## config.mk

```make
export PLATFORM = sky130hd
export DESIGN_NAME = json_syntax_validator
export DESIGN_NICKNAME = d
export VERILOG_FILES = /design/src/sv/jsv_pkg.sv /design/src/sv/jsv_ram.sv /design/src/sv/jsv_cfg.sv /design/src/sv/jsv_step.sv /design/src/sv/json_syntax_validator.sv
export VERILOG_INCLUDE_DIRS = /design/src /design/src/sv
export SDC_FILE = /design/constraint.sdc
export NUM_CORES = 1
export LEC_CHECK = 0
export BUFFER_PORTS_ARGS = -buffer_cell sky130_fd_sc_hd__buf_2
export CELL_PAD_IN_SITES_DETAIL_PLACEMENT = 1
export CELL_PAD_IN_SITES_GLOBAL_PLACEMENT = 1
export CORE_UTILIZATION = 43
export CTS_CLUSTER_DIAMETER = 50
export DETAILED_ROUTE_END_ITERATION = 6
export MAX_ROUTING_LAYER = met4
export PLACE_DENSITY_LB_ADDON = 0.2
export SLEW_MARGIN = 20
export SYNTH_ARGS = -nofsm -noshare
export SYNTH_HDL_FRONTEND = slang
export SYNTH_SLANG_ARGS = --single-unit
export TNS_END_PERCENT = 30
```

## constraint.sdc

```tcl
create_clock -name clk -period 9 [get_ports clk]
set_input_delay 0.45 -clock clk [delete_from_list [all_inputs] [get_ports clk]]
set_output_delay 0.45 -clock clk [all_outputs]
set_load 0.1 [all_outputs]
```

## src/sv/json_syntax_validator_assert.svh

```systemverilog
// Assertion macros for the JSON syntax validator.
`ifndef JSON_SYNTAX_VALIDATOR_ASSERT_SVH
`define JSON_SYNTAX_VALIDATOR_ASSERT_SVH

// check a condition at every clock edge out of reset
`define JSV_ASSERT_ALWAYS(lbl, expr, msg) \
  lbl: assert property (@(posedge clk) disable iff (!rst_n) (expr)) else $error(msg);

// check that a trigger implies a condition in the same cycle
`define JSV_ASSERT_IMPL(lbl, trig, expr, msg) \
  lbl: assert property (@(posedge clk) disable iff (!rst_n) (trig) |-> (expr)) \
    else $error(msg);

`endif

```

## src/sv/jsv_pkg.sv

```systemverilog
// Shared types, codes and character helpers of the JSON syntax validator.
package jsv_pkg;

  typedef enum logic [3:0] {
    R_NONE           = 4'd0,
    R_BAD_VALUE      = 4'd1,
    R_UNTERM_STRING  = 4'd2,
    R_BAD_ESCAPE     = 4'd3,
    R_CONTROL        = 4'd4,
    R_BAD_KEY        = 4'd5,
    R_UNTERM_OBJECT  = 4'd6,
    R_UNTERM_ARRAY   = 4'd7,
    R_TRAILING_COMMA = 4'd8,
    R_MISSING_COMMA  = 4'd9,
    R_MISSING_COLON  = 4'd10,
    R_DEPTH          = 4'd11
  } reason_t;

  typedef enum logic [4:0] {
    M_VALUE     = 5'd0,
    M_ARR_FIRST = 5'd1,
    M_ARR_COMMA = 5'd2,
    M_ARR_AFTER = 5'd3,
    M_OBJ_FIRST = 5'd4,
    M_OBJ_COMMA = 5'd5,
    M_OBJ_AFTER = 5'd6,
    M_COLON     = 5'd7,
    M_STR       = 5'd8,
    M_ESC       = 5'd9,
    M_HEX1      = 5'd10,
    M_PAIR      = 5'd11,
    M_LIT       = 5'd12,
    M_NUM_SIGN  = 5'd13,
    M_NUM_ZERO  = 5'd14,
    M_NUM_INT   = 5'd15,
    M_NUM_DOT   = 5'd16,
    M_NUM_FRAC  = 5'd17,
    M_NUM_E     = 5'd18,
    M_NUM_ESIGN = 5'd19,
    M_NUM_EXP   = 5'd20
  } mode_t;

  localparam logic [1:0] LIT_TRUE  = 2'd0;
  localparam logic [1:0] LIT_FALSE = 2'd1;
  localparam logic [1:0] LIT_NULL  = 2'd2;

  localparam logic       KIND_OBJECT = 1'b0;
  localparam logic       KIND_ARRAY  = 1'b1;

  localparam logic [15:0] KEY_LEN_RESET = 16'd256;
  localparam logic [2:0]  CFG_MAX_KEY   = 3'd0;
  localparam logic [15:0] HI_SUR_LO     = 16'hD800;
  localparam logic [15:0] HI_SUR_HI     = 16'hDBFF;
  localparam logic [15:0] LO_SUR_LO     = 16'hDC00;
  localparam logic [15:0] LO_SUR_HI     = 16'hDFFF;
  localparam logic [7:0]  CTRL_LIMIT    = 8'h20;

  typedef struct packed {
    logic [7:0] byte_req;
    logic       last;
    logic       starts_document;
  } in_item_t;

  typedef struct packed {
    logic        failed;
    reason_t     reason;
    logic [20:0] end_offset;
  } out_item_t;

  typedef struct packed {
    mode_t       mode;
    logic        top;
    logic [16:0] slen;
    logic [15:0] hex;
    logic [2:0]  sub;
    logic        fin;
    logic        key;
    logic [1:0]  lit;
    logic        flt;
  } st_t;

  localparam st_t ST_RESET = '{mode: M_VALUE, top: 1'b0, slen: 17'd0, hex: 16'd0,
                               sub: 3'd0, fin: 1'b0, key: 1'b0, lit: 2'd0, flt: 1'b0};

  function automatic logic is_ws(input logic [7:0] c);
    return (c == 8'h20) || (c == 8'h09) || (c == 8'h0A) || (c == 8'h0D);
  endfunction

  function automatic logic is_digit(input logic [7:0] c);
    return (c >= "0") && (c <= "9");
  endfunction

  function automatic logic [4:0] hexval(input logic [7:0] c);
    logic [7:0] v;
    v = 8'd16;
    if (is_digit(c)) v = c - 8'h30;
    else if (c >= "a" && c <= "f") v = c - 8'h57;
    else if (c >= "A" && c <= "F") v = c - 8'h37;
    return v[4:0];
  endfunction

  function automatic logic [2:0] lit_len(input logic [1:0] k);
    return (k == LIT_FALSE) ? 3'd5 : 3'd4;
  endfunction

  function automatic logic [7:0] lit_char(input logic [1:0] k, input logic [2:0] i);
    logic [39:0] s;
    unique case (k)
      LIT_TRUE:  s = {"true", 8'h00};
      LIT_FALSE: s = "false";
      LIT_NULL:  s = {"null", 8'h00};
      default:   s = '0;
    endcase
    unique case (i)
      3'd0:    return s[39:32];
      3'd1:    return s[31:24];
      3'd2:    return s[23:16];
      3'd3:    return s[15:8];
      3'd4:    return s[7:0];
      default: return 8'h00;
    endcase
  endfunction

endpackage

```

## src/sv/jsv_ram.sv

```systemverilog
// Generic single-port-write, registered-read RAM.
module jsv_ram #(
  parameter int WIDTH = 1,
  parameter int DEPTH = 65,
  localparam int AW = (DEPTH > 1) ? $clog2(DEPTH) : 1
) (
  input  logic             clk,
  input  logic             we,
  input  logic [AW-1:0]    waddr,
  input  logic [WIDTH-1:0] wdata,
  input  logic [AW-1:0]    raddr,
  output logic [WIDTH-1:0] rdata
);

  logic [WIDTH-1:0] mem [DEPTH];

  always_ff @(posedge clk) begin
    if (we) begin
      mem[waddr] <= wdata;
    end
    rdata <= mem[raddr];
  end

endmodule

```

## src/sv/jsv_cfg.sv

```systemverilog
// APB register block holding the key length limit.
module jsv_cfg import jsv_pkg::*; (
  input  logic        clk,
  input  logic        rst_n,
  input  logic        psel,
  input  logic        penable,
  input  logic        pwrite,
  input  logic [2:0]  paddr,
  input  logic [31:0] pwdata,
  output logic [31:0] prdata,
  output logic        pready,
  output logic [15:0] max_key
);

  logic [15:0] max_key_r;

  always_ff @(posedge clk) begin
    if (!rst_n) begin
      max_key_r <= KEY_LEN_RESET;
    end else if (psel && penable && pwrite && paddr == CFG_MAX_KEY) begin
      max_key_r <= pwdata[15:0];
    end
  end

  assign pready  = 1'b1;
  assign prdata  = (paddr == CFG_MAX_KEY) ? {16'd0, max_key_r} : 32'd0;
  assign max_key = max_key_r;

endmodule

```

## src/sv/jsv_step.sv

```systemverilog
// Per-byte next-state logic of the JSON parser.
module jsv_step import jsv_pkg::*; #(
  parameter int MAX_DEPTH = 64,
  parameter int MAX_BYTES = 1048576,
  localparam int DW = $clog2(MAX_DEPTH + 2),
  localparam int PW = $clog2(MAX_BYTES + 1)
) (
  input  st_t           cur,
  input  logic [DW-1:0] depth,
  input  logic [PW-1:0] pos,
  input  logic [PW-1:0] tok,
  input  logic [PW-1:0] fpos,
  input  logic          rd_kind,
  input  logic [7:0]    c,
  input  logic          last,
  input  logic [15:0]   max_key,
  output st_t           nxt,
  output logic [DW-1:0] d_nxt,
  output logic [PW-1:0] p_nxt,
  output logic [PW-1:0] tok_nxt,
  output logic [PW-1:0] fp_nxt,
  output logic          push,
  output logic          push_kind,
  output logic          pop,
  output logic          res_v,
  output reason_t       res_reason,
  output logic [PW-1:0] res_off
);

  localparam logic [DW-1:0] DMAX = DW'(MAX_DEPTH);
  localparam logic [PW-1:0] PMAX = PW'(MAX_BYTES);

  logic          full;
  logic [PW-1:0] pos1;
  logic [4:0]    h;
  logic [16:0]   key_lim;
  logic          num_end;
  logic          run_after;
  logic          close;
  logic          sv;
  logic          elem;

  assign full    = pos >= PMAX;
  assign pos1    = pos + PW'(1);
  assign h       = hexval(c);
  assign key_lim = {1'b0, max_key};

  always_comb begin
    nxt = cur; d_nxt = depth; p_nxt = pos; tok_nxt = tok; fp_nxt = fpos;
    push = 1'b0; push_kind = KIND_OBJECT; pop = 1'b0;
    res_v = 1'b0; res_reason = R_NONE; res_off = '0;
    num_end = 1'b0; run_after = 1'b0; close = 1'b0; sv = 1'b0; elem = 1'b0;
    if (!cur.fin) begin
      if (!full) begin
        unique case (cur.mode)
          M_VALUE: begin
            if (!is_ws(c)) sv = 1'b1;
          end
          M_ARR_FIRST: begin
            if (c == "]") close = 1'b1;
            else if (!is_ws(c)) begin sv = 1'b1; elem = 1'b1; end
          end
          M_ARR_COMMA: begin
            if (c == "]") begin res_v = 1'b1; res_reason = R_TRAILING_COMMA; res_off = pos; end
            else if (!is_ws(c)) begin sv = 1'b1; elem = 1'b1; end
          end
          M_ARR_AFTER, M_OBJ_AFTER: run_after = 1'b1;
          M_OBJ_FIRST, M_OBJ_COMMA: begin
            if (c == "}") begin
              if (cur.mode == M_OBJ_FIRST) close = 1'b1;
              else begin res_v = 1'b1; res_reason = R_TRAILING_COMMA; res_off = pos; end
            end else if (c == "\"") begin
              nxt.key = 1'b1; nxt.slen = '0; nxt.mode = M_STR;
            end else if (!is_ws(c)) begin
              res_v = 1'b1; res_reason = R_BAD_KEY; res_off = pos;
            end
          end
          M_COLON: begin
            if (c == ":") begin
              if (depth > DMAX) begin res_v = 1'b1; res_reason = R_DEPTH; res_off = pos1; end
              else nxt.mode = M_VALUE;
            end else if (!is_ws(c)) begin
              res_v = 1'b1; res_reason = R_MISSING_COLON; res_off = pos;
            end
          end
          M_STR: begin
            if (c == "\"") begin
              if (cur.key) nxt.mode = M_COLON;
              else if (depth == '0) begin res_v = 1'b1; res_reason = R_NONE; res_off = pos1; end
              else nxt.mode = cur.top ? M_ARR_AFTER : M_OBJ_AFTER;
            end else if (c < CTRL_LIMIT) begin
              res_v = 1'b1; res_reason = R_CONTROL; res_off = pos;
            end else if (c == "\\") begin
              nxt.mode = M_ESC;
            end else if (cur.key) begin
              nxt.slen = cur.slen + 17'd1;
              if (nxt.slen > key_lim) begin
                res_v = 1'b1; res_reason = R_BAD_VALUE; res_off = pos1;
              end
            end
          end
          M_ESC: begin
            if (c == "\"" || c == "\\" || c == "/" || c == "b" || c == "f" ||
                c == "n" || c == "r" || c == "t") begin
              nxt.mode = M_STR;
              if (cur.key) begin
                nxt.slen = cur.slen + 17'd1;
                if (nxt.slen > key_lim) begin
                  res_v = 1'b1; res_reason = R_BAD_VALUE; res_off = pos1;
                end
              end
            end else if (c == "u") begin
              tok_nxt = pos; nxt.sub = '0; nxt.hex = '0; nxt.flt = 1'b0; nxt.mode = M_HEX1;
            end else begin
              res_v = 1'b1; res_reason = R_BAD_ESCAPE; res_off = pos;
            end
          end
          M_HEX1: begin
            if (h[4] && !cur.flt) begin nxt.flt = 1'b1; fp_nxt = pos; end
            nxt.hex = {cur.hex[11:0], h[3:0]};
            nxt.sub = cur.sub + 3'd1;
            if (nxt.sub >= 3'd4) begin
              if (nxt.flt) begin
                res_v = 1'b1; res_reason = R_BAD_ESCAPE; res_off = fp_nxt;
              end else begin
                if (cur.key) nxt.slen = cur.slen + 17'd1;
                if (nxt.hex >= HI_SUR_LO && nxt.hex <= HI_SUR_HI) begin
                  tok_nxt = pos1; nxt.sub = '0; nxt.hex = '0; nxt.mode = M_PAIR;
                end else if (nxt.hex >= LO_SUR_LO && nxt.hex <= LO_SUR_HI) begin
                  res_v = 1'b1; res_reason = R_BAD_ESCAPE; res_off = pos1;
                end else if (cur.key && nxt.slen > key_lim) begin
                  res_v = 1'b1; res_reason = R_BAD_VALUE; res_off = pos1;
                end else begin
                  nxt.mode = M_STR;
                end
              end
            end
          end
          M_PAIR: begin
            if (cur.sub < 3'd2) begin
              if (c != ((cur.sub == 3'd0) ? 8'h5C : 8'h75) && !cur.flt) begin
                nxt.flt = 1'b1; fp_nxt = tok;
              end
            end else begin
              if (h[4] && !cur.flt) begin nxt.flt = 1'b1; fp_nxt = pos; end
              nxt.hex = {cur.hex[11:0], h[3:0]};
            end
            nxt.sub = cur.sub + 3'd1;
            if (nxt.sub >= 3'd6) begin
              if (nxt.flt) begin
                res_v = 1'b1; res_reason = R_BAD_ESCAPE; res_off = fp_nxt;
              end else if (nxt.hex < LO_SUR_LO || nxt.hex > LO_SUR_HI) begin
                res_v = 1'b1; res_reason = R_BAD_ESCAPE; res_off = tok;
              end else begin
                nxt.mode = M_STR;
                if (cur.key) begin
                  nxt.slen = cur.slen + 17'd1;
                  if (nxt.slen > key_lim) begin
                    res_v = 1'b1; res_reason = R_BAD_VALUE; res_off = pos1;
                  end
                end
              end
            end
          end
          M_LIT: begin
            if (cur.sub < lit_len(cur.lit) && c == lit_char(cur.lit, cur.sub)) begin
              nxt.sub = cur.sub + 3'd1;
              if (nxt.sub == lit_len(cur.lit)) begin
                if (depth == '0) begin res_v = 1'b1; res_reason = R_NONE; res_off = pos1; end
                else nxt.mode = cur.top ? M_ARR_AFTER : M_OBJ_AFTER;
              end
            end else begin
              res_v = 1'b1; res_reason = R_BAD_VALUE; res_off = tok;
            end
          end
          M_NUM_SIGN: begin
            if (c == "0") nxt.mode = M_NUM_ZERO;
            else if (is_digit(c)) nxt.mode = M_NUM_INT;
            else begin res_v = 1'b1; res_reason = R_BAD_VALUE; res_off = tok; end
          end
          M_NUM_ZERO, M_NUM_INT: begin
            if (cur.mode == M_NUM_INT && is_digit(c)) nxt.mode = M_NUM_INT;
            else if (c == ".") nxt.mode = M_NUM_DOT;
            else if (c == "e" || c == "E") nxt.mode = M_NUM_E;
            else num_end = 1'b1;
          end
          M_NUM_DOT: begin
            if (is_digit(c)) nxt.mode = M_NUM_FRAC;
            else begin res_v = 1'b1; res_reason = R_BAD_VALUE; res_off = tok; end
          end
          M_NUM_FRAC: begin
            if (is_digit(c)) nxt.mode = M_NUM_FRAC;
            else if (c == "e" || c == "E") nxt.mode = M_NUM_E;
            else num_end = 1'b1;
          end
          M_NUM_E: begin
            if (c == "+" || c == "-") nxt.mode = M_NUM_ESIGN;
            else if (is_digit(c)) nxt.mode = M_NUM_EXP;
            else begin res_v = 1'b1; res_reason = R_BAD_VALUE; res_off = tok; end
          end
          M_NUM_ESIGN: begin
            if (is_digit(c)) nxt.mode = M_NUM_EXP;
            else begin res_v = 1'b1; res_reason = R_BAD_VALUE; res_off = tok; end
          end
          M_NUM_EXP: begin
            if (!is_digit(c)) num_end = 1'b1;
          end
          default: begin
            res_v = 1'b1; res_reason = R_BAD_VALUE; res_off = pos;
          end
        endcase

        // a number ends on the byte after it; that byte is then parsed again
        if (num_end) begin
          if (depth == '0) begin res_v = 1'b1; res_reason = R_NONE; res_off = pos; end
          else begin
            nxt.mode = cur.top ? M_ARR_AFTER : M_OBJ_AFTER;
            run_after = 1'b1;
          end
        end

        if (run_after) begin
          if (c == ",") nxt.mode = (nxt.mode == M_ARR_AFTER) ? M_ARR_COMMA : M_OBJ_COMMA;
          else if ((nxt.mode == M_ARR_AFTER && c == "]") ||
                   (nxt.mode == M_OBJ_AFTER && c == "}")) close = 1'b1;
          else if (!is_ws(c)) begin
            res_v = 1'b1; res_reason = R_MISSING_COMMA; res_off = pos;
          end
        end

        if (close) begin
          d_nxt = depth - DW'(1);
          pop = 1'b1;
          nxt.top = rd_kind;
          if (d_nxt == '0) begin res_v = 1'b1; res_reason = R_NONE; res_off = pos1; end
          else nxt.mode = rd_kind ? M_ARR_AFTER : M_OBJ_AFTER;
        end

        if (sv) begin
          if ((elem || c == "{" || c == "[") && depth > DMAX) begin
            res_v = 1'b1; res_reason = R_DEPTH; res_off = pos;
          end else if (c == "{" || c == "[") begin
            push = 1'b1;
            push_kind = (c == "[") ? KIND_ARRAY : KIND_OBJECT;
            d_nxt = depth + DW'(1);
            nxt.top = push_kind;
            nxt.mode = (c == "[") ? M_ARR_FIRST : M_OBJ_FIRST;
          end else if (c == "\"") begin
            nxt.key = 1'b0; nxt.mode = M_STR;
          end else if (c == "t" || c == "f" || c == "n") begin
            nxt.lit = (c == "t") ? LIT_TRUE : ((c == "f") ? LIT_FALSE : LIT_NULL);
            nxt.sub = 3'd1; tok_nxt = pos; nxt.mode = M_LIT;
          end else if (c == "-" || is_digit(c)) begin
            tok_nxt = pos;
            nxt.mode = (c == "-") ? M_NUM_SIGN : ((c == "0") ? M_NUM_ZERO : M_NUM_INT);
          end else begin
            res_v = 1'b1; res_reason = R_BAD_VALUE; res_off = pos;
          end
        end

        p_nxt = pos1;
      end

      // end of buffer: report what the open construct lacks, or success for a number that ends the document
      if ((full || last) && !res_v) begin
        res_v = 1'b1;
        res_off = p_nxt;
        unique case (nxt.mode)
          M_VALUE: res_reason = R_BAD_VALUE;
          M_ARR_FIRST, M_ARR_COMMA, M_ARR_AFTER: res_reason = R_UNTERM_ARRAY;
          M_OBJ_FIRST, M_OBJ_COMMA, M_OBJ_AFTER: res_reason = R_UNTERM_OBJECT;
          M_COLON: res_reason = R_MISSING_COLON;
          M_STR, M_ESC, M_HEX1: res_reason = R_UNTERM_STRING;
          M_PAIR: begin res_reason = R_BAD_ESCAPE; res_off = tok_nxt; end
          M_NUM_ZERO, M_NUM_INT, M_NUM_FRAC, M_NUM_EXP: begin
            if (d_nxt == '0) res_reason = R_NONE;
            else res_reason = nxt.top ? R_UNTERM_ARRAY : R_UNTERM_OBJECT;
          end
          default: begin res_reason = R_BAD_VALUE; res_off = tok_nxt; end
        endcase
      end
      if (res_v) nxt.fin = 1'b1;
    end
  end

endmodule

```

## src/sv/json_syntax_validator.sv

```systemverilog
// Top level of the streaming JSON syntax validator.
// The block takes one byte per cycle unless the input is stalled, and gives one result per
// document: success with the offset after the value, or the first error with its offset. A
// result is registered and appears on the output, or waits in a skid register while the output
// holds an earlier one that is stalled; only while that register is full is the input stalled.
// The rate is set by the parse-state update: the kind of the innermost open container is
// kept in a register, the container stack lives in a RAM with a registered read, and the entry
// below the top is prefetched every cycle so a closing bracket needs no wait. The stack needs
// no clearing after reset or between documents.
`include "json_syntax_validator_assert.svh"
module json_syntax_validator import jsv_pkg::*; #(
  parameter int MAX_DEPTH = 64,
  parameter int MAX_BYTES = 1048576
) (
  input  logic        clk,
  input  logic        rst_n,
  input  logic        in_valid,
  output logic        in_stall,
  input  in_item_t    in_data,
  output logic        out_valid,
  input  logic        out_stall,
  output out_item_t   out_data,
  input  logic        psel,
  input  logic        penable,
  input  logic        pwrite,
  input  logic [2:0]  paddr,
  input  logic [31:0] pwdata,
  output logic [31:0] prdata,
  output logic        pready
);

  localparam int DW = $clog2(MAX_DEPTH + 2);
  localparam int PW = $clog2(MAX_BYTES + 1);
  localparam int SD = MAX_DEPTH + 1;
  localparam int AW = $clog2(SD);

  logic [15:0]   max_key;
  st_t           st_r, st_eff, st_nxt;
  logic [DW-1:0] depth_r, depth_eff, depth_nxt, depth_sel;
  logic [PW-1:0] pos_r, pos_eff, pos_nxt;
  logic [PW-1:0] tok_r, tok_eff, tok_nxt;
  logic [PW-1:0] fpos_r, fpos_eff, fpos_nxt;
  logic          rd_kind;
  logic          push, push_kind, pop;
  logic          res_v;
  reason_t       res_reason;
  logic [PW-1:0] res_off;
  logic          acc;
  logic          out_fire;
  out_item_t     res_item;
  out_item_t     out_r, skid_r;
  logic          out_v_r, skid_v_r;

  jsv_cfg u_cfg (
    .clk     (clk),
    .rst_n   (rst_n),
    .psel    (psel),
    .penable (penable),
    .pwrite  (pwrite),
    .paddr   (paddr),
    .pwdata  (pwdata),
    .prdata  (prdata),
    .pready  (pready),
    .max_key (max_key)
  );

  assign acc      = in_valid && !in_stall;
  assign in_stall = skid_v_r;

  // restart the document on its first byte
  assign st_eff    = in_data.starts_document ? ST_RESET : st_r;
  assign depth_eff = in_data.starts_document ? '0 : depth_r;
  assign pos_eff   = in_data.starts_document ? '0 : pos_r;
  assign tok_eff   = in_data.starts_document ? '0 : tok_r;
  assign fpos_eff  = in_data.starts_document ? '0 : fpos_r;

  jsv_step #(
    .MAX_DEPTH (MAX_DEPTH),
    .MAX_BYTES (MAX_BYTES)
  ) u_step (
    .cur        (st_eff),
    .depth      (depth_eff),
    .pos        (pos_eff),
    .tok        (tok_eff),
    .fpos       (fpos_eff),
    .rd_kind    (rd_kind),
    .c          (in_data.byte_req),
    .last       (in_data.last),
    .max_key    (max_key),
    .nxt        (st_nxt),
    .d_nxt      (depth_nxt),
    .p_nxt      (pos_nxt),
    .tok_nxt    (tok_nxt),
    .fp_nxt     (fpos_nxt),
    .push       (push),
    .push_kind  (push_kind),
    .pop        (pop),
    .res_v      (res_v),
    .res_reason (res_reason),
    .res_off    (res_off)
  );

  // prefetch the entry below the next top of stack
  assign depth_sel = acc ? depth_nxt : depth_r;

  jsv_ram #(
    .WIDTH (1),
    .DEPTH (SD)
  ) u_stack (
    .clk   (clk),
    .we    (acc && push),
    .waddr (AW'(depth_eff)),
    .wdata (push_kind),
    .raddr (AW'(depth_sel - DW'(2))),
    .rdata (rd_kind)
  );

  always_ff @(posedge clk) begin
    if (!rst_n) begin
      st_r    <= ST_RESET;
      depth_r <= '0;
      pos_r   <= '0;
      tok_r   <= '0;
      fpos_r  <= '0;
    end else if (acc) begin
      st_r    <= st_nxt;
      depth_r <= depth_nxt;
      pos_r   <= pos_nxt;
      tok_r   <= tok_nxt;
      fpos_r  <= fpos_nxt;
    end
  end

  assign res_item = '{failed: (res_reason != R_NONE), reason: res_reason,
                      end_offset: 21'(res_off)};
  assign out_fire = out_v_r && !out_stall;

  always_ff @(posedge clk) begin
    if (!rst_n) begin
      out_v_r  <= 1'b0;
      skid_v_r <= 1'b0;
    end else if (skid_v_r) begin
      if (out_fire) begin
        skid_v_r <= 1'b0;
      end
    end else if (acc && res_v) begin
      if (out_v_r && !out_fire) skid_v_r <= 1'b1;
      else out_v_r <= 1'b1;
    end else if (out_fire) begin
      out_v_r <= 1'b0;
    end
  end

  always_ff @(posedge clk) begin
    if (skid_v_r) begin
      if (out_fire) out_r <= skid_r;
    end else if (acc && res_v) begin
      if (out_v_r && !out_fire) skid_r <= res_item;
      else out_r <= res_item;
    end
  end

  assign out_valid = out_v_r;
  assign out_data  = out_r;

  `JSV_ASSERT_IMPL(a_skid_needs_out, skid_v_r, out_v_r, "skid holds an item while output is empty")
  `JSV_ASSERT_ALWAYS(a_depth_bound, depth_r <= DW'(MAX_DEPTH + 1), "stack depth out of range")
  `JSV_ASSERT_IMPL(a_fail_flag, out_v_r, out_r.failed == (out_r.reason != R_NONE), "bad fail flag")
  `JSV_ASSERT_IMPL(a_push_pop, acc, !(push && pop), "push and pop in one item")

endmodule
```

Word-level counts from Yosys, hierarchy flattened
Memories as Yosys holds them, arrays and structs flattened. A register that Yosys moved wholly into a read port is not among the register bits.
Cells that the tools add are included.
Operators by class
  reductions and logical operators: 73
  mux-type cells: 367
  equality and inequality tests: 74
  add/subtract/negate cells: 9
  magnitude comparators: 21
  bitwise gates (word level): 1
Operators by type and width (count)
  21-bit two-way mux: 78
  17-bit two-way mux: 15
  21-bit one-hot mux with 12 select lines: 1
  5-bit two-way mux: 45
  4-bit two-way mux: 41
  1-bit two-way mux: 119
  39-bit one-hot mux with 3 select lines: 1
  8-bit by 7-bit equality test with 1-bit output (second input constant): 13
  26-bit two-way mux: 4
  47-bit two-way mux: 2
  17-bit one-hot mux with 5 select lines: 1
  42-bit two-way mux: 2
  21-bit one-hot mux with 2 select lines: 2
  16-bit two-way mux: 5
  8-bit by 6-bit equality test with 1-bit output (second input constant): 9
  36-bit two-way mux: 2
  5-bit by 4-bit equality test with 1-bit output (second input constant): 14
  5-bit one-hot mux with 13 select lines: 1
  7-bit two-way mux: 9
  19-bit two-way mux: 3
  16-bit one-hot mux with 3 select lines: 1
  4-bit one-hot mux with 12 select lines: 1
  5-bit by 3-bit equality test with 1-bit output (second input constant): 9
  3-bit two-way mux: 14
  other kinds (60): 153
Storage, ports and cells
  flip-flop bits (word level): 187
  output and inout port bits: 61
  bits in writable memories: 65
  word-level logic and storage cells: 568
  memories: 1
Memory list
  u_stack.mem: depth 65, width 1, rd ports 1, clocked after memory_dff 1, write ports 1, RTL line jsv_ram.sv:15  | logic [WIDTH-1:0] mem [DEPTH];

Logic depth before layout (Yosys ltp)
  depth after elaboration: 53
  gate-level depth with buffers: 40

Hierarchy
From an unflattened synthesis, not the netlist that was laid out.
Second synthesis, totals
  cells, all modules: 3040
  area, all modules: 22534.1 um^2
By module, submodules not included
  jsv_step: sequential area each 0.0 um^2, times used 1, area each 11408.4 um^2, cells each 1957
  json_syntax_validator: sequential area each 3943.8 um^2, times used 1, area each 7183.1 um^2, cells each 752
  jsv_ram: sequential area each 1971.9 um^2, times used 1, area each 3014.1 um^2, cells each 223
  jsv_cfg: sequential area each 320.3 um^2, times used 1, area each 928.4 um^2, cells each 108

Worst setup path after synthesis
OpenSTA, ideal clock, no wires.
  path type: in2reg
  start: input in_data[0] (netlist bit)
  end: register out_r (netlist bit out_data[0]) (enable)
  stages on the path: 35
  data required time: 8.582 ns
  arrival time: 8.713 ns
  slack: -0.131 ns
  path buffers: 12
  setup time: 0.418 ns
  cell sequence: buf_2 -> buf_1 -> clkbuf_1 -> clkbuf_1 -> buf_1 -> clkbuf_1 -> buf_1 -> clkbuf_1 -> clkbuf_1 -> clkbuf_1 -> buf_1 -> nor2b_1 -> ha_1 -> and3_1 -> and3_1 -> and3_1 -> and3_1 -> nand2_1 -> xor2_1 -> nor2_1 -> ha_1 -> a21o_1 -> a211o_1 -> a211o_1 -> o21ai_0 -> o211ai_1 -> o21ai_1 -> and4bb_1 -> buf_6 -> o31ai_4 -> o211ai_2 -> or4_1 -> and2_1 -> a21oi_1 -> a21oi_1
On the way
  word-level cells in the longest chain between the ends: 45
RTL lines
  start, declared: RTL line json_syntax_validator.sv:19  | input in_item_t in_data,
  47-bit two-way mux: RTL line json_syntax_validator.sv:71  | assign st_eff = in_data.starts_document ? ST_RESET : st_r;
  17-bit by 1-bit adder with 17-bit output
  17-bit two-way mux: RTL line jsv_step.sv:126  | if (cur.key) nxt.slen = cur.slen + 17'd1;
  17-bit two-way mux: RTL line jsv_step.sv:123  | if (nxt.flt) begin
  17-bit two-way mux: RTL line jsv_step.sv:122  | if (nxt.sub >= 3'd4) begin
  17-bit two-way mux: RTL line jsv_step.sv:55  | unique case (cur.mode)
  17-bit two-way mux: RTL line jsv_step.sv:54  | if (!full) begin
  17-bit two-way mux: RTL line jsv_step.sv:53  | if (!cur.fin) begin
  [... 29 more ...]
  1-bit logical NOT: RTL line jsv_step.sv:265  | if ((full || last) && !res_v) begin
  1-bit logical AND: RTL line jsv_step.sv:265
  1-bit two-way mux: RTL line jsv_step.sv:265
  1-bit two-way mux: RTL line jsv_step.sv:53
  1-bit two-way mux (*): RTL line jsv_step.sv:53
  1-bit logical AND (*): RTL line json_syntax_validator.sv:157  | end else if (acc && res_v) begin
  2-bit nonzero test (no line) (*)
  3-bit AND reduction (no line) (*)
  end signal, assigned: RTL line json_syntax_validator.sv:156  | if (out_fire) out_r <= skid_r;
  end signal, assigned: RTL line json_syntax_validator.sv:159  | else out_r <= res_item;
  end, declared: RTL line json_syntax_validator.sv:51  | out_item_t out_r, skid_r;
Every way passes the cells marked *; elsewhere a longest branch is shown, timed or not. The select of a mux whose other input is x is not followed.
A chain may end at the register's enable or synchronous reset.

Worst setup path after layout
  start: register st_r[24] (netlist bit)
  end: register out_r (netlist bit out_data[13]) (data pin)
On the way
  word-level cells in the longest chain between the ends: 45
RTL lines
  start, declared: RTL line json_syntax_validator.sv:38  | st_t st_r, st_eff, st_nxt;
  start signal, assigned: RTL line json_syntax_validator.sv:126  | st_r <= st_nxt;
  47-bit two-way mux (*): RTL line json_syntax_validator.sv:71
  17-bit by 1-bit adder with 17-bit output
  17-bit two-way mux: RTL line jsv_step.sv:126
  17-bit two-way mux: RTL line jsv_step.sv:123
  17-bit two-way mux: RTL line jsv_step.sv:122
  17-bit two-way mux: RTL line jsv_step.sv:55
  17-bit two-way mux: RTL line jsv_step.sv:54
  17-bit two-way mux: RTL line jsv_step.sv:53
  [... 29 more ...]
  5-bit by 1-bit equality test with 1-bit output (tied with other cells): RTL line jsv_step.sv:268  | unique case (nxt.mode)
  15-bit OR reduction (no line)
  21-bit two-way mux: RTL line jsv_step.sv:268
  21-bit two-way mux (*): RTL line jsv_step.sv:265
  21-bit two-way mux (*): RTL line jsv_step.sv:53
  26-bit two-way mux (*): RTL line json_syntax_validator.sv:158  | if (out_v_r && !out_fire) skid_r <= res_item;
  26-bit two-way mux (*): RTL line json_syntax_validator.sv:157
  26-bit two-way mux (*): RTL line json_syntax_validator.sv:155  | if (skid_v_r) begin
Marks and branches as above.

==> summary.txt <==
STA
  – # setup viols final: 0
  – Slew Limit Fails: 0
  – Final WS setup: between 0.7 and 0.8 ns
  – RSZ-0062 raised after global routing: no
  – Fmax: around 120 MHz
  – Clk_skew: 0.02039 ns
  – Period minus WS final: just over 8 ns
  – Worst Max-Slew Pin Slew: between 1 and 1.5 ns
  – Final Hold Fails: 0
  – Period utilization: 91.49%
  – Slew headroom: a little over a fifth

GRT
  – Gr ovfl total: 0
  – Overall Global Routing Usage: approximately 44%
  – Largest net degree at the start of global routing: just over 100
  – Vias in the first global route: between 20k and 30k
  – Initial antenna violation count: 0
  – First-pass GRT wire length: around 170000 um

Setup path
  – Critical path's most frequent cell: and3_1
  – Crit end category: register
  – Crit Path Class: register to register
  – WP data arrival: between 8 and 9 ns
  – Family with the most delay on the worst path: compound AO/OA/AOI/OAI gates
  – Worst Setup Start Kind: register
  – Max incr delay on CP: 0.58 ns
  – CP Data Required Time: just over 9 ns
  – Maximum fanout along the worst path: 10
  – Critical Path Slowest Stage Cell: nand2_1
  – Worst path buffer plus inverter count: 0

Cells and area
  – Number of diodes: 0
  – Most common cell after layout, fill and taps aside: nor2_1
  – Layout Nets: roughly 3k
  – Fraction of layout cells with a size suffix above 1: 12.15%
  – Fin util: 48.74%
  – Final Instance Area: around 25000 um2
  – Layout overhead on the synthesized area: 12.07%
  – Commonest non-fill, non-tap cells in the layout: nor2_1, nand2_1, a21oi_1, o21ai_0, dfxtp_1
  – Fillcell total: between 6k and 7k

CTS
  – H-tree Lvls: 2
  – Clock latency on the worst-skew pair: around 0.6 ns
  – CTS root buffer: clkbuf_16
  – Post-CTS sizing: 0
  – Number of buffers created by CTS: 43
  – CTS Sinks: 253
  – CTS tree: done
  – Setup Fix Bufs, Post-CTS: 0
  – Max clock buf depth: 3
  – Clock-pin slew on the worst setup and hold paths: 0.06 ns
  – Hold Buf Count CTS: 0

Power
  – Worst vdd ir: about 150 uV
  – Comb pwr share: a little over a fifth
  – Cell Pwr Density: around 160 nW/um2
  – Switching part of the total power: 35.21%
  – Pint: 2.542 mW
  – Sw Pwr: 1.382 mW
  – Power, Total: ~4 mW
  – Pleak: around 9 nW
  – Reg power frac: 33.3%
  – Part of the power in the clock network: a little under half

Synth
  – Synthesis-stage register bit count: between 200 and 300
  – Mux contribution to synthesized area: slightly above 6%
  – Synthesized-area fraction occupied by adder cells: under 10%
  – Gate Count Post-Synth: between 2k and 3k
  – Synth Flop Type: dfxtp_1
  – Syn. warnings: 0
  – Count of flip-flops with a built-in enable after synthesis: about 120
  – Synth Area per Inst: 7.535 um2
  – Ys async rst share: 0%
  – Synth Area in Simple Gates: 25.23%
  – Synth Area in Compound Gates: ~30%
  – Largest family of logic cells by synthesized area: compound AO/OA/AOI/OAI gates
  – Post-Synth XOR/XNOR Area: around 2.6%
  – Distinct cells, synth: between 100 and 150
  – Synthesized area: around 22000 um2
  – Post-synthesis sequential area ratio: 28.01%

Placed design
  – Gpl congestion: ~1.1
  – Placement Setup Slack: ~0.9 ns
  – Placed cell areas: approximately 23000 um2
  – Post-DP HPWL: slightly above 80000 um
  – # port buffers: 79

Routing
  – Vias after detailed routing: 25.87k
  – Drt wl/cell: around 31 um
  – DRC violations left: 1
  – First-pass DRT Iterations: 7
  – DRT Wirelength: 115000 um
  – Avg Vias per Cell: slightly above 7
  – Post-route ant nets: 0
  – 1st-iter DRT viols: between 2k and 3k

Die
  – Core area: 51200 um2
  – I/O pin total: between 100 and 150
  – Die Area: roughly 53000 um2
  – Die height: 229.6 um
  – Row count: 83
  – Initial Util: approximately 43%
  – Die outline width: around 230 um

Outcome
  – Failing checks: DRC
  – Outcome: finished, violations left

Min path
  – Worst Hold Class: primary input to register

Job
  – Max-cap violations: 0
[worst min-delay path: cells and delay by family]
family	cells	cell delay, ns
compound gates	1	0.05
simple gates	1	0.04
buf+inv	1	0.10
[cells in the mapped netlist (all sizes together) (14+ instances only)]
library cell / number / area [um2]
buf: 58 / 345.3
mux2i: 88 / 880.8
a32oi: 21 / 183.9
nand2b: 27 / 168.9
nor3: 97 / 540.5
o211ai: 37 / 292.8
a22oi: 45 / 337.8
inv: 51 / 191.4
o21a: 18 / 136.4
and2: 34 / 212.7
o22ai: 50 / 312.8
a31oi: 33 / 227.7
o31ai: 19 / 166.4
and3: 31 / 193.9
nand2: 381 / 1433
ha: 55 / 688.2
nor2b: 54 / 337.8
nand3: 67 / 345.3
edfxtp: 117 / 3513
mux2: 19 / 214.0
nor4: 15 / 93.84
dfxtp: 136 / 2723
clkbuf: 172 / 645.6
xor2: 32 / 280.3
xnor2: 32 / 299.0
o21ai: 218 / 1099
a211oi: 58 / 440.4
a21o: 14 / 105.1
nor2: 394 / 1499
a21oi: 253 / 1270
nand4: 28 / 175.2
o221ai: 19 / 166.4
a221oi: 40 / 362.9
[state kept, by name (all words and copies together), names as in the netlist]
register and flops:
depth_r 7, fpos_r 21, in_stall 1, out_data 26, out_valid 1, pos_r 21
skid_r 26, st_r 47, tok_r 21, u_cfg.max_key 16, u_stack.mem 65, u_stack.rdata 1
[routing by layer]
layer / vias to the layer above / wire (um) / GRT usage, %
met2: 1574 / 50890 / 66.75
met4: 0 / 9105 / 29.81
met1: 12760 / 44110 / 51.52
met3: 534 / 10900 / 10.06
met5: - / 0 / -
li1: 11010 / - / -
[power by group through the flow]
stage	clock, mW	combinational [mW]	sequential, mW
6_report	1.79	0.831	1.31
5_1_grt	1.85	0.859	1.31
4_1_cts	1.80	0.802	1.30
3_5_place_dp	0	0.798	1.33
3_3_place_gp	0	0.780	1.32
2_1_floorplan	0	0.429	1.43
[through the flow]
stage	cells	hold WS (ns)	TNS [ns]
2_1_floorplan	2970	0.4442	-0.07450
3_3_place_gp	3595	0.4546	0
3_5_place_dp	3595	0.4667	0
4_1_cts	3675	0.07994	0
5_1_grt	3675	0.09860	0
6_report	3675	0.08488	0
[final timing paths]
kind,endpoint,start,slack (ns),cells past startpoint
setup / recovery,out_data[13],st_r[24],0.77,25
hold / removal,u_cfg.max_key[15],pwdata[15],0.08,3
hold reg to reg,u_cfg.max_key[5],u_cfg.max_key[5],0.47,2
setup reg to reg,out_data[13],st_r[24],0.77,25
[cell families after synthesis]
logic type	Yosys count
AO/OA/AOI/OAI	974
XOR/XNOR	64
adder cells (fa/ha/maj)	55
buffers and inverters	282
flip-flops	253
multiplexers	120
other	2
AND/OR/NAND/NOR	1205
[final cells by class]
cell class,count,area [um2],area share (%)
Timing Repair Buffer,175,1131,4.533
Inverter,52,197.7,0.7922
Sequential cell,253,6236,24.99
Tap cell,680,850.8,3.410
Clock inverter,28,372.9,1.494
Clock buffer,52,1150,4.608
Multi-Input combinational cell,2435,15020,60.17
Note: power is estimated with default switching activity, not from simulation.
